--- src/ascf_pkg.sv ---
// Shared types and constants for the actuator stall calibration block.
// Holds the request, response and register-file word formats and the phase,
// drive and request codes. No dependencies.
package ascf_pkg;

   localparam int MV_W       = 15;
   localparam int TIME_W     = 32;
   localparam int REQ_W      = 2;
   localparam int DRIVE_W    = 2;
   localparam int PHASE_W    = 3;
   localparam int CSR_IDX_W  = 3;
   localparam int CSR_DATA_W = 16;
   localparam int FAIL_CNT_W = 8;

   // request codes
   localparam logic [REQ_W-1:0] REQ_TICK   = 2'd0;
   localparam logic [REQ_W-1:0] REQ_START  = 2'd1;
   localparam logic [REQ_W-1:0] REQ_STOP   = 2'd2;
   localparam logic [REQ_W-1:0] REQ_TARGET = 2'd3;

   // phase codes
   localparam logic [PHASE_W-1:0] PH_IDLE  = 3'd0;
   localparam logic [PHASE_W-1:0] PH_START = 3'd1;
   localparam logic [PHASE_W-1:0] PH_MIN   = 3'd2;
   localparam logic [PHASE_W-1:0] PH_MAX   = 3'd3;
   localparam logic [PHASE_W-1:0] PH_GOTO  = 3'd4;
   localparam logic [PHASE_W-1:0] PH_DONE  = 3'd5;
   localparam logic [PHASE_W-1:0] PH_FAIL  = 3'd6;

   // drive codes
   localparam logic [DRIVE_W-1:0] DRV_STOP = 2'd0;
   localparam logic [DRIVE_W-1:0] DRV_FWD  = 2'd1;
   localparam logic [DRIVE_W-1:0] DRV_BACK = 2'd2;

   // register indexes
   localparam logic [CSR_IDX_W-1:0] CSR_STABLE_THR   = 3'd0;
   localparam logic [CSR_IDX_W-1:0] CSR_STABLE_TIME  = 3'd1;
   localparam logic [CSR_IDX_W-1:0] CSR_SEARCH_TO    = 3'd2;
   localparam logic [CSR_IDX_W-1:0] CSR_GOTO_TO      = 3'd3;
   localparam logic [CSR_IDX_W-1:0] CSR_HYST_OFFSET  = 3'd4;
   localparam logic [CSR_IDX_W-1:0] CSR_FINAL_TOL    = 3'd5;
   localparam logic [CSR_IDX_W-1:0] CSR_INTERIM_TOL  = 3'd6;
   localparam logic [CSR_IDX_W-1:0] CSR_AT_TGT_TOL   = 3'd7;

   typedef struct packed {
      logic [9:0]  stable_threshold_mv;
      logic [15:0] stable_time_ms;
      logic [15:0] search_timeout_ms;
      logic [15:0] goto_timeout_ms;
      logic [11:0] hysteresis_offset_mv;
      logic [9:0]  final_tolerance_mv;
      logic [9:0]  intermediate_tolerance_mv;
      logic [9:0]  at_target_tolerance_mv;
   } cfg_type;

   localparam cfg_type CFG_RESET = '{
      stable_threshold_mv:       10'd20,
      stable_time_ms:            16'd1000,
      search_timeout_ms:         16'd12000,
      goto_timeout_ms:           16'd10000,
      hysteresis_offset_mv:      12'd150,
      final_tolerance_mv:        10'd20,
      intermediate_tolerance_mv: 10'd50,
      at_target_tolerance_mv:    10'd30
   };

   typedef struct packed {
      logic [REQ_W-1:0]  req_type;
      logic [MV_W-1:0]   voltage_mv;
      logic              sensor_ok;
      logic [TIME_W-1:0] now_ms;
      logic [MV_W-1:0]   target_mv;
   } req_word_type;

   typedef struct packed {
      logic [DRIVE_W-1:0] motor_drive;
      logic [PHASE_W-1:0] phase;
      logic               calibrating;
      logic               at_target;
      logic               result_valid;
      logic [MV_W-1:0]    min_mv;
      logic [MV_W-1:0]    max_mv;
   } rsp_word_type;

   function automatic logic [MV_W-1:0] abs_diff(input logic [MV_W-1:0] a,
                                                input logic [MV_W-1:0] b);
      return (a > b) ? (a - b) : (b - a);
   endfunction

endpackage

--- src/actuator_stall_calibration_fsm.sv ---
// Top level of the actuator stall calibration controller: handshakes,
// register file, request and response registers. Depends on ascf_pkg, ascf_core.
//
// Use: each request word (sample tick, start calibration, stop, set target)
// on req_word with req_valid gives exactly one response word on rsp_word
// with rsp_valid, in order. A word moves when valid is high and stall low.
// The word passes the request register, then the state update and the response
// register; a stall on rsp_stall can hold it in the request register.
// Throughput is one word per cycle while rsp_stall is low; the state update is
// the loop that sets it. A stall on rsp_stall holds the response word; one more
// request is taken into the request register and then req_stall rises.
// Registers are written on csr_valid; csr_ready is high outside reset. Write
// them only while no word is in flight. Synchronous reset returns the state to
// idle with the actuator stopped, loads the register defaults and empties
// both registers; no word is accepted during reset.
module actuator_stall_calibration_fsm
   import ascf_pkg::*;
#(
   parameter int FAIL_LIMIT = 20
) (
   input  logic                  clock,
   input  logic                  reset,
   input  logic                  req_valid,
   output logic                  req_stall,
   input  req_word_type          req_word,
   output logic                  rsp_valid,
   input  logic                  rsp_stall,
   output rsp_word_type          rsp_word,
   input  logic                  csr_valid,
   output logic                  csr_ready,
   input  logic [CSR_IDX_W-1:0]  csr_index,
   input  logic [CSR_DATA_W-1:0] csr_wdata
);

   cfg_type      cfg_ff;
   logic         s1_vld_ff;
   req_word_type s1_word_ff;
   logic         rsp_vld_ff;
   rsp_word_type rsp_word_ff;
   rsp_word_type core_rsp;
   logic         advance;
   logic         req_take;

   assign csr_ready = !reset;
   assign advance   = s1_vld_ff && (!rsp_vld_ff || !rsp_stall);
   assign req_stall = reset || (s1_vld_ff && !advance);
   assign req_take  = req_valid && !req_stall;
   assign rsp_valid = rsp_vld_ff;
   assign rsp_word  = rsp_word_ff;

   always_ff @(posedge clock) begin
      if (reset) begin
         cfg_ff <= CFG_RESET;
      end else if (csr_valid) begin
         case (csr_index)
            CSR_STABLE_THR:  cfg_ff.stable_threshold_mv       <= csr_wdata[9:0];
            CSR_STABLE_TIME: cfg_ff.stable_time_ms            <= csr_wdata;
            CSR_SEARCH_TO:   cfg_ff.search_timeout_ms         <= csr_wdata;
            CSR_GOTO_TO:     cfg_ff.goto_timeout_ms           <= csr_wdata;
            CSR_HYST_OFFSET: cfg_ff.hysteresis_offset_mv      <= csr_wdata[11:0];
            CSR_FINAL_TOL:   cfg_ff.final_tolerance_mv        <= csr_wdata[9:0];
            CSR_INTERIM_TOL: cfg_ff.intermediate_tolerance_mv <= csr_wdata[9:0];
            CSR_AT_TGT_TOL:  cfg_ff.at_target_tolerance_mv    <= csr_wdata[9:0];
            default: ;
         endcase
      end
   end

   // request register
   always_ff @(posedge clock) begin
      if (reset) begin
         s1_vld_ff <= 1'b0;
      end else if (req_take) begin
         s1_vld_ff <= 1'b1;
      end else if (advance) begin
         s1_vld_ff <= 1'b0;
      end
   end

   always_ff @(posedge clock) begin
      if (req_take) begin
         s1_word_ff <= req_word;
      end
   end

   ascf_core #(
      .FAIL_LIMIT (FAIL_LIMIT)
   ) u_core (
      .clock    (clock),
      .reset    (reset),
      .step     (advance),
      .req_word (s1_word_ff),
      .cfg      (cfg_ff),
      .rsp_word (core_rsp)
   );

   // response register: hold while stalled
   always_ff @(posedge clock) begin
      if (reset) begin
         rsp_vld_ff <= 1'b0;
      end else if (advance) begin
         rsp_vld_ff <= 1'b1;
      end else if (!rsp_stall) begin
         rsp_vld_ff <= 1'b0;
      end
   end

   always_ff @(posedge clock) begin
      if (advance) begin
         rsp_word_ff <= core_rsp;
      end
   end

   a_limits_zero_unless_valid: assert property (@(posedge clock) disable iff (reset)
      rsp_vld_ff && !rsp_word_ff.result_valid |->
         (rsp_word_ff.min_mv == '0) && (rsp_word_ff.max_mv == '0))
      else $error("limits shown without a valid result");

   a_at_target_in_goto: assert property (@(posedge clock) disable iff (reset)
      rsp_vld_ff && rsp_word_ff.at_target |-> rsp_word_ff.phase == PH_GOTO)
      else $error("at_target outside goto phase");

   a_drive_code_legal: assert property (@(posedge clock) disable iff (reset)
      rsp_vld_ff |-> (rsp_word_ff.motor_drive == DRV_STOP) ||
                     (rsp_word_ff.motor_drive == DRV_FWD) ||
                     (rsp_word_ff.motor_drive == DRV_BACK))
      else $error("illegal motor drive code");

   a_held_request_stays: assert property (@(posedge clock) disable iff (reset)
      s1_vld_ff && !advance |=> s1_vld_ff && $stable(s1_word_ff))
      else $error("pending request word lost");

   a_advance_fills_rsp: assert property (@(posedge clock) disable iff (reset)
      advance |=> rsp_vld_ff)
      else $error("processed word did not reach the response register");

endmodule

--- src/ascf_core.sv ---
// Calibration and target-approach state for the actuator controller.
// Updates its state from one request word per step and forms the response word.
// Depends on ascf_pkg.
module ascf_core
   import ascf_pkg::*;
#(
   parameter int FAIL_LIMIT = 20
) (
   input  logic         clock,
   input  logic         reset,
   input  logic         step,
   input  req_word_type req_word,
   input  cfg_type      cfg,
   output rsp_word_type rsp_word
);

   localparam logic [FAIL_CNT_W:0] FAIL_LIMIT_N = (FAIL_CNT_W+1)'(FAIL_LIMIT);

   logic [PHASE_W-1:0]    phase_ff, phase_in;
   logic [DRIVE_W-1:0]    motor_ff, motor_in;
   logic [TIME_W-1:0]     start_ff, start_in;
   logic [TIME_W-1:0]     since_ff, since_in;
   logic [MV_W-1:0]       last_ff, last_in;
   logic [MV_W-1:0]       lower_ff, lower_in;
   logic [MV_W-1:0]       upper_ff, upper_in;
   logic [MV_W-1:0]       final_ff, final_in;
   logic [MV_W-1:0]       interim_ff, interim_in;
   logic                  below_ff, below_in;
   logic [FAIL_CNT_W-1:0] fail_cnt_ff, fail_cnt_in;

   logic [MV_W-1:0]       v_eff;
   logic [FAIL_CNT_W:0]   fail_n;
   logic [TIME_W-1:0]     phase_el;
   logic [TIME_W-1:0]     stable_el;
   logic                  active;
   logic                  stalled;
   logic [MV_W-1:0]       goto_tgt;
   logic [9:0]            goto_tol;
   logic [MV_W:0]         lo_sum;
   logic [MV_W:0]         hi_sum;
   logic                  reached_below;
   logic                  result_ok;

   always_comb begin
      phase_in    = phase_ff;
      motor_in    = motor_ff;
      start_in    = start_ff;
      since_in    = since_ff;
      last_in     = last_ff;
      lower_in    = lower_ff;
      upper_in    = upper_ff;
      final_in    = final_ff;
      interim_in  = interim_ff;
      below_in    = below_ff;
      fail_cnt_in = fail_cnt_ff;

      // a failed read falls back on the last good sample
      v_eff     = req_word.sensor_ok ? req_word.voltage_mv : last_ff;
      fail_n    = {1'b0, fail_cnt_ff} + 1'b1;
      phase_el  = req_word.now_ms - start_ff;
      stable_el = req_word.now_ms - since_ff;
      active    = (phase_ff == PH_START) || (phase_ff == PH_MIN) ||
                  (phase_ff == PH_MAX) || (phase_ff == PH_GOTO);
      stalled   = abs_diff(v_eff, last_ff) <
                  {{(MV_W-10){1'b0}}, cfg.stable_threshold_mv};
      goto_tgt  = below_ff ? interim_ff : final_ff;
      goto_tol  = below_ff ? cfg.intermediate_tolerance_mv : cfg.final_tolerance_mv;
      lo_sum    = {1'b0, v_eff} + {{(MV_W-9){1'b0}}, goto_tol};
      hi_sum    = {1'b0, goto_tgt} + {{(MV_W-9){1'b0}}, goto_tol};
      reached_below = 1'b0;

      case (req_word.req_type)
         REQ_TICK: begin
            if (active) begin
               if (!req_word.sensor_ok && (fail_n > FAIL_LIMIT_N)) begin
                  motor_in    = DRV_STOP;
                  phase_in    = PH_FAIL;
                  fail_cnt_in = '0;
               end else begin
                  fail_cnt_in = req_word.sensor_ok ? '0 : fail_n[FAIL_CNT_W-1:0];
                  case (phase_ff)
                     PH_START: begin
                        start_in = req_word.now_ms;
                        since_in = req_word.now_ms;
                        last_in  = v_eff;
                        motor_in = DRV_BACK;
                        phase_in = PH_MIN;
                     end
                     PH_MIN, PH_MAX: begin
                        if (phase_el > {16'b0, cfg.search_timeout_ms}) begin
                           motor_in = DRV_STOP;
                           phase_in = PH_FAIL;
                        end else if (stalled) begin
                           if (stable_el > {16'b0, cfg.stable_time_ms}) begin
                              if (phase_ff == PH_MIN) begin
                                 // lower limit found: turn round at once
                                 lower_in = v_eff;
                                 start_in = req_word.now_ms;
                                 since_in = req_word.now_ms;
                                 last_in  = v_eff;
                                 motor_in = DRV_FWD;
                                 phase_in = PH_MAX;
                              end else begin
                                 upper_in = v_eff;
                                 motor_in = DRV_STOP;
                                 phase_in = PH_DONE;
                              end
                           end
                        end else begin
                           since_in = req_word.now_ms;
                           last_in  = v_eff;
                        end
                     end
                     PH_GOTO: begin
                        if (lo_sum < {1'b0, goto_tgt}) begin
                           motor_in = DRV_FWD;
                        end else if ({1'b0, v_eff} > hi_sum) begin
                           motor_in = DRV_BACK;
                        end else begin
                           motor_in = DRV_STOP;
                           if (below_ff) begin
                              reached_below = 1'b1;
                              below_in      = 1'b0;
                              start_in      = req_word.now_ms;
                           end
                        end
                        // reaching the interim point restarts the timer, so no timeout then
                        if (!reached_below && (phase_el > {16'b0, cfg.goto_timeout_ms})) begin
                           motor_in = DRV_STOP;
                           if (below_ff) begin
                              below_in = 1'b0;
                              start_in = req_word.now_ms;
                           end else begin
                              phase_in = PH_IDLE;
                           end
                        end
                     end
                     default: ;
                  endcase
               end
            end
         end
         REQ_START: begin
            phase_in = PH_START;
         end
         REQ_STOP: begin
            phase_in = PH_IDLE;
            motor_in = DRV_STOP;
         end
         REQ_TARGET: begin
            phase_in = PH_GOTO;
            final_in = req_word.target_mv;
            start_in = req_word.now_ms;
            if (req_word.sensor_ok && (req_word.voltage_mv > req_word.target_mv)) begin
               // approach from below: aim one offset under the target, floor at zero
               if ({1'b0, req_word.target_mv} > {4'b0, cfg.hysteresis_offset_mv}) begin
                  interim_in = MV_W'({1'b0, req_word.target_mv} -
                                     {4'b0, cfg.hysteresis_offset_mv});
               end else begin
                  interim_in = '0;
               end
               below_in = 1'b1;
            end else begin
               interim_in = req_word.target_mv;
               below_in   = 1'b0;
            end
         end
         default: ;
      endcase

      result_ok = (phase_in == PH_DONE);
      rsp_word.motor_drive  = motor_in;
      rsp_word.phase        = phase_in;
      rsp_word.calibrating  = (phase_in == PH_START) || (phase_in == PH_MIN) ||
                              (phase_in == PH_MAX) || (phase_in == PH_GOTO);
      rsp_word.at_target    = (phase_in == PH_GOTO) && !below_in && req_word.sensor_ok &&
                              (abs_diff(req_word.voltage_mv, final_in) <
                               {{(MV_W-10){1'b0}}, cfg.at_target_tolerance_mv});
      rsp_word.result_valid = result_ok;
      rsp_word.min_mv       = result_ok ? lower_in : '0;
      rsp_word.max_mv       = result_ok ? upper_in : '0;
   end

   always_ff @(posedge clock) begin
      if (reset) begin
         phase_ff    <= PH_IDLE;
         motor_ff    <= DRV_STOP;
         start_ff    <= '0;
         since_ff    <= '0;
         last_ff     <= '0;
         lower_ff    <= '0;
         upper_ff    <= '0;
         final_ff    <= '0;
         interim_ff  <= '0;
         below_ff    <= 1'b0;
         fail_cnt_ff <= '0;
      end else if (step) begin
         phase_ff    <= phase_in;
         motor_ff    <= motor_in;
         start_ff    <= start_in;
         since_ff    <= since_in;
         last_ff     <= last_in;
         lower_ff    <= lower_in;
         upper_ff    <= upper_in;
         final_ff    <= final_in;
         interim_ff  <= interim_in;
         below_ff    <= below_in;
         fail_cnt_ff <= fail_cnt_in;
      end
   end

endmodule

--- config.mk ---
export PLATFORM = sky130hd
export DESIGN_NAME = actuator_stall_calibration_fsm
export DESIGN_NICKNAME = d
export VERILOG_FILES = /design/src/ascf_pkg.sv /design/src/actuator_stall_calibration_fsm.sv /design/src/ascf_core.sv
export SDC_FILE = /design/constraint.sdc
export NUM_CORES = 1
export LEC_CHECK = 0
export BUFFER_PORTS_ARGS = -buffer_cell sky130_fd_sc_hd__buf_2
export CAP_MARGIN = 20
export CORE_ASPECT_RATIO = 1.5
export CORE_UTILIZATION = 57
export DETAILED_ROUTE_END_ITERATION = 12
export PLACE_DENSITY_LB_ADDON = 0.08
export SKIP_LAST_GASP = 1
export SLEW_MARGIN = 20
export SYNTH_ARGS = -nofsm -noshare
export SYNTH_HDL_FRONTEND = slang
export SYNTH_SLANG_ARGS = --single-unit
--- constraint.sdc ---
create_clock -name clock -period 9.1 [get_ports clock]
set_input_delay 0.455 -clock clock [delete_from_list [all_inputs] [get_ports clock]]
set_output_delay 0.455 -clock clock [all_outputs]
set_load 0.02 [all_outputs]
==> metrics <==
outcome completed; power per cell area 152.5 mW/mm2; CP Launch Type flip-flop; Post-layout nets 3460; Fmax 0.1299 GHz; CP Capture Type flip-flop; kind of critical path reg -> reg; global-route wire length before repair 117900 um; Syn Std Cell Area 0.02521 mm2; hold buffer count at cts 0; clk_skew 0.03094 ns; Syn Area/Cell 8.329 um2; Setup Total Neg Slack 0 ns; DP Area 0.02628 mm2; measured slew at the worst slew-check pin 1.067 ns; Hold Startpoint req_word[37]; Cells after Synth 3027; internal reg-to-reg setup slack 1.40 ns; worst hold slack 0.05913 ns; total track usage 33.27%; area of the core 0.04375 mm2; I/O pins 130; cell area after layout 0.02753 mm2; Die X-Extent 173.7 um; CTS tree yes; worst skew pair latency 0.57 ns; DRT iter0 DRCs 1628; ant diodes 0; Post-DRT Antenna Nets 0; Main synth FF type dfxtp_1; Yosys cell types 84; post-synth top area cell dfxtp_1; initial antenna violation count 1; # setup viols final 0; number of hold violations in the final report 0; vias in the first global route 22100; Final Critical Period 7.697 ns; top cells by area, synth dfxtp_1, ha_1, edfxtp_1; Yosys top cell area share 20.25%; Setup Buffers After CTS 0; post-synthesis sequential area ratio 32.52%; GPL Wtd Cong 0.9743; most common cell after layout, fill and taps aside nand2_1; Final period util 84.58%; Detailed Place HPWL 58260 um; IO buf count 129; H-tree Lvls 2; Layout Cells excl Fill 3699; R2R depth 23; worst hold path stage count 1; total gr overflow 0; CP required 9.50 ns; P_leak 11.31 nW; chip height 259.6 um; WL per Instance 20.47 um; Yosys warning count 0; Hold WC Path Type in -> reg; Worst slew margin 28.39%; Max Root-Sink Buffers 3; commonest cells after routing, fill and taps aside nand2_1, inv_1, ha_1, nor2_1, dfxtp_1; Row Count 94; VDD IR max 168.9 uV; final core utilization 62.91%; worst reg2reg endpoint u_core.upper_ff[12]; Post-synth EDFFs 103; placed cells 3628; Area growth syn-to-layout 9.176%; syn_nets 3394; RSZ-0062 raised after global routing no; CTS resizes 0; share of cells above drive strength 1 8.966%; initial core utilization 57.62%; MaxCap Viol Count 0; reg2reg start s1_word_ff[47]; die area 0.04509 mm2; total wire length 75730 um; clock slew at reported path FFs 0.06 ns; largest net degree at the start of global routing 85; vias 22290; Hold EP s1_word_ff[37]; Post-route DRC 0; vias per cell 6.026; Pins Over Slew Limit 0; clock sinks 358; DRT Pass-1 Iters 9; ys async rst share 0%; Worst EP arrival 8.10 ns; CP max FO 18; Num CTS Buffers 39; number of synthesized register bits 358; Root Driver clkbuf_16
==> cell families after synthesis <==
family | synth area share, %
AND/OR/NAND/NOR | 16.26
AO/OA/AOI/OAI | 19.60
buffers and inverters | 6.610
flip-flops | 32.52
adder cells (fa/ha/maj) | 14.06
multiplexers | 7.509
XOR/XNOR | 3.439
==> per-layer routing <==
layer / vias to the layer above / track usage (%) / routed length (um)
met5: - / 0 / 13
met4: 2 / 21.27 / 5152
met3: 230 / 3.553 / 3184
met2: 714 / 63.07 / 39410
met1: 10580 / 34.70 / 27970
li1: 10770 / - / -
==> through the flow <==
step                power (W)  worst slack [ns]
global route         0.004373            0.8683
floorplan            0.002372             2.475
CTS                  0.004219             1.427
finish               0.004198             1.403
global placement     0.002629             1.623
detailed placement   0.002646             1.432
==> worst max path at each step <==
stage                         from             endpoint  slack [ns]  depth (start not counted)
floorplan           s1_word_ff[47]         rsp_word[10]        2.48                         29
global placement    s1_word_ff[47]  u_core.upper_ff[12]        1.62                         23
detailed placement  s1_word_ff[47]  u_core.upper_ff[12]        1.43                         23
CTS                 s1_word_ff[47]  u_core.upper_ff[12]        1.43                         23
global route        s1_word_ff[47]  u_core.upper_ff[12]        0.87                         22
finish              s1_word_ff[47]  u_core.upper_ff[12]        1.40                         23
==> synth_stat cells (12+ instances only) <==
cell type,number
nand2_1,374
inv_1,290
ha_1,269
nor2_1,265
dfxtp_1,255
a21oi_1,250
mux2i_1,170
o21ai_0,125
clkbuf_1,103
edfxtp_1,103
xnor2_1,59
a21o_1,57
o211ai_1,52
nand3_1,48
nand4_1,46
a211oi_1,45
o21a_1,43
nor3_1,40
xor2_1,40
nor2b_1,28
nand2b_1,26
o21bai_1,22
and3_1,21
a221oi_1,18
o21ai_1,18
mux2_2,17
a31oi_1,14
a2111oi_0,13
buf_2,12
o31ai_1,12
==> registers in the layout (all words and copies together), names as in the netlist, 15 cells and up, named ones only <==
register           flops
u_core.final_ff       15
u_core.interim_ff     15
s1_word_ff            65
u_core.lower_ff       15
u_core.upper_ff       15
u_core.since_ff       32
cfg_ff               100
rsp_word              38
u_core.last_ff        15
==> area by class of cell <==
class / instances / area (um2)
inverter: 292 / 1097
clock buffer: 51 / 1052
clock inverter: 20 / 192.7
multi-input combinational: 2242 / 15380
fill: 3919 / 16230
sequential: 358 / 8198
timing repair buffer: 160 / 884.6
tap: 576 / 720.7
==> critical path, stage by stage, from the launching register on <==
cell and delay (ns):
edfxtp_1 0.60, buf_4 0.30, o21ai_1 0.59, inv_1 0.15
ha_1 0.44, a21o_1 0.22, a221o_1 0.37, a2111oi_4 0.43
a21o_1 0.49, nand3_1 0.13, o21ai_0 0.15, o221ai_1 0.21
xnor2_1 0.17, ha_1 0.20, a2111oi_0 0.36, a21oi_1 0.12
a211o_1 0.36, a2111oi_0 0.37, nor2_1 0.12, nor4_4 0.34
o31ai_4 0.22, nor3_4 0.83, mux2i_1 0.31, nor2_1 0.05
==> power breakdown <==
group / switching [W] / leakage [nW] / internal (W)
Clock: 0.000687 / 0.599 / 0.000884
Sequential: 0.0000408 / 3.04 / 0.00169
Combinational: 0.000561 / 7.67 / 0.000337
Total: 0.00129 / 11.3 / 0.00291
Power figures use the tool's default switching activity.
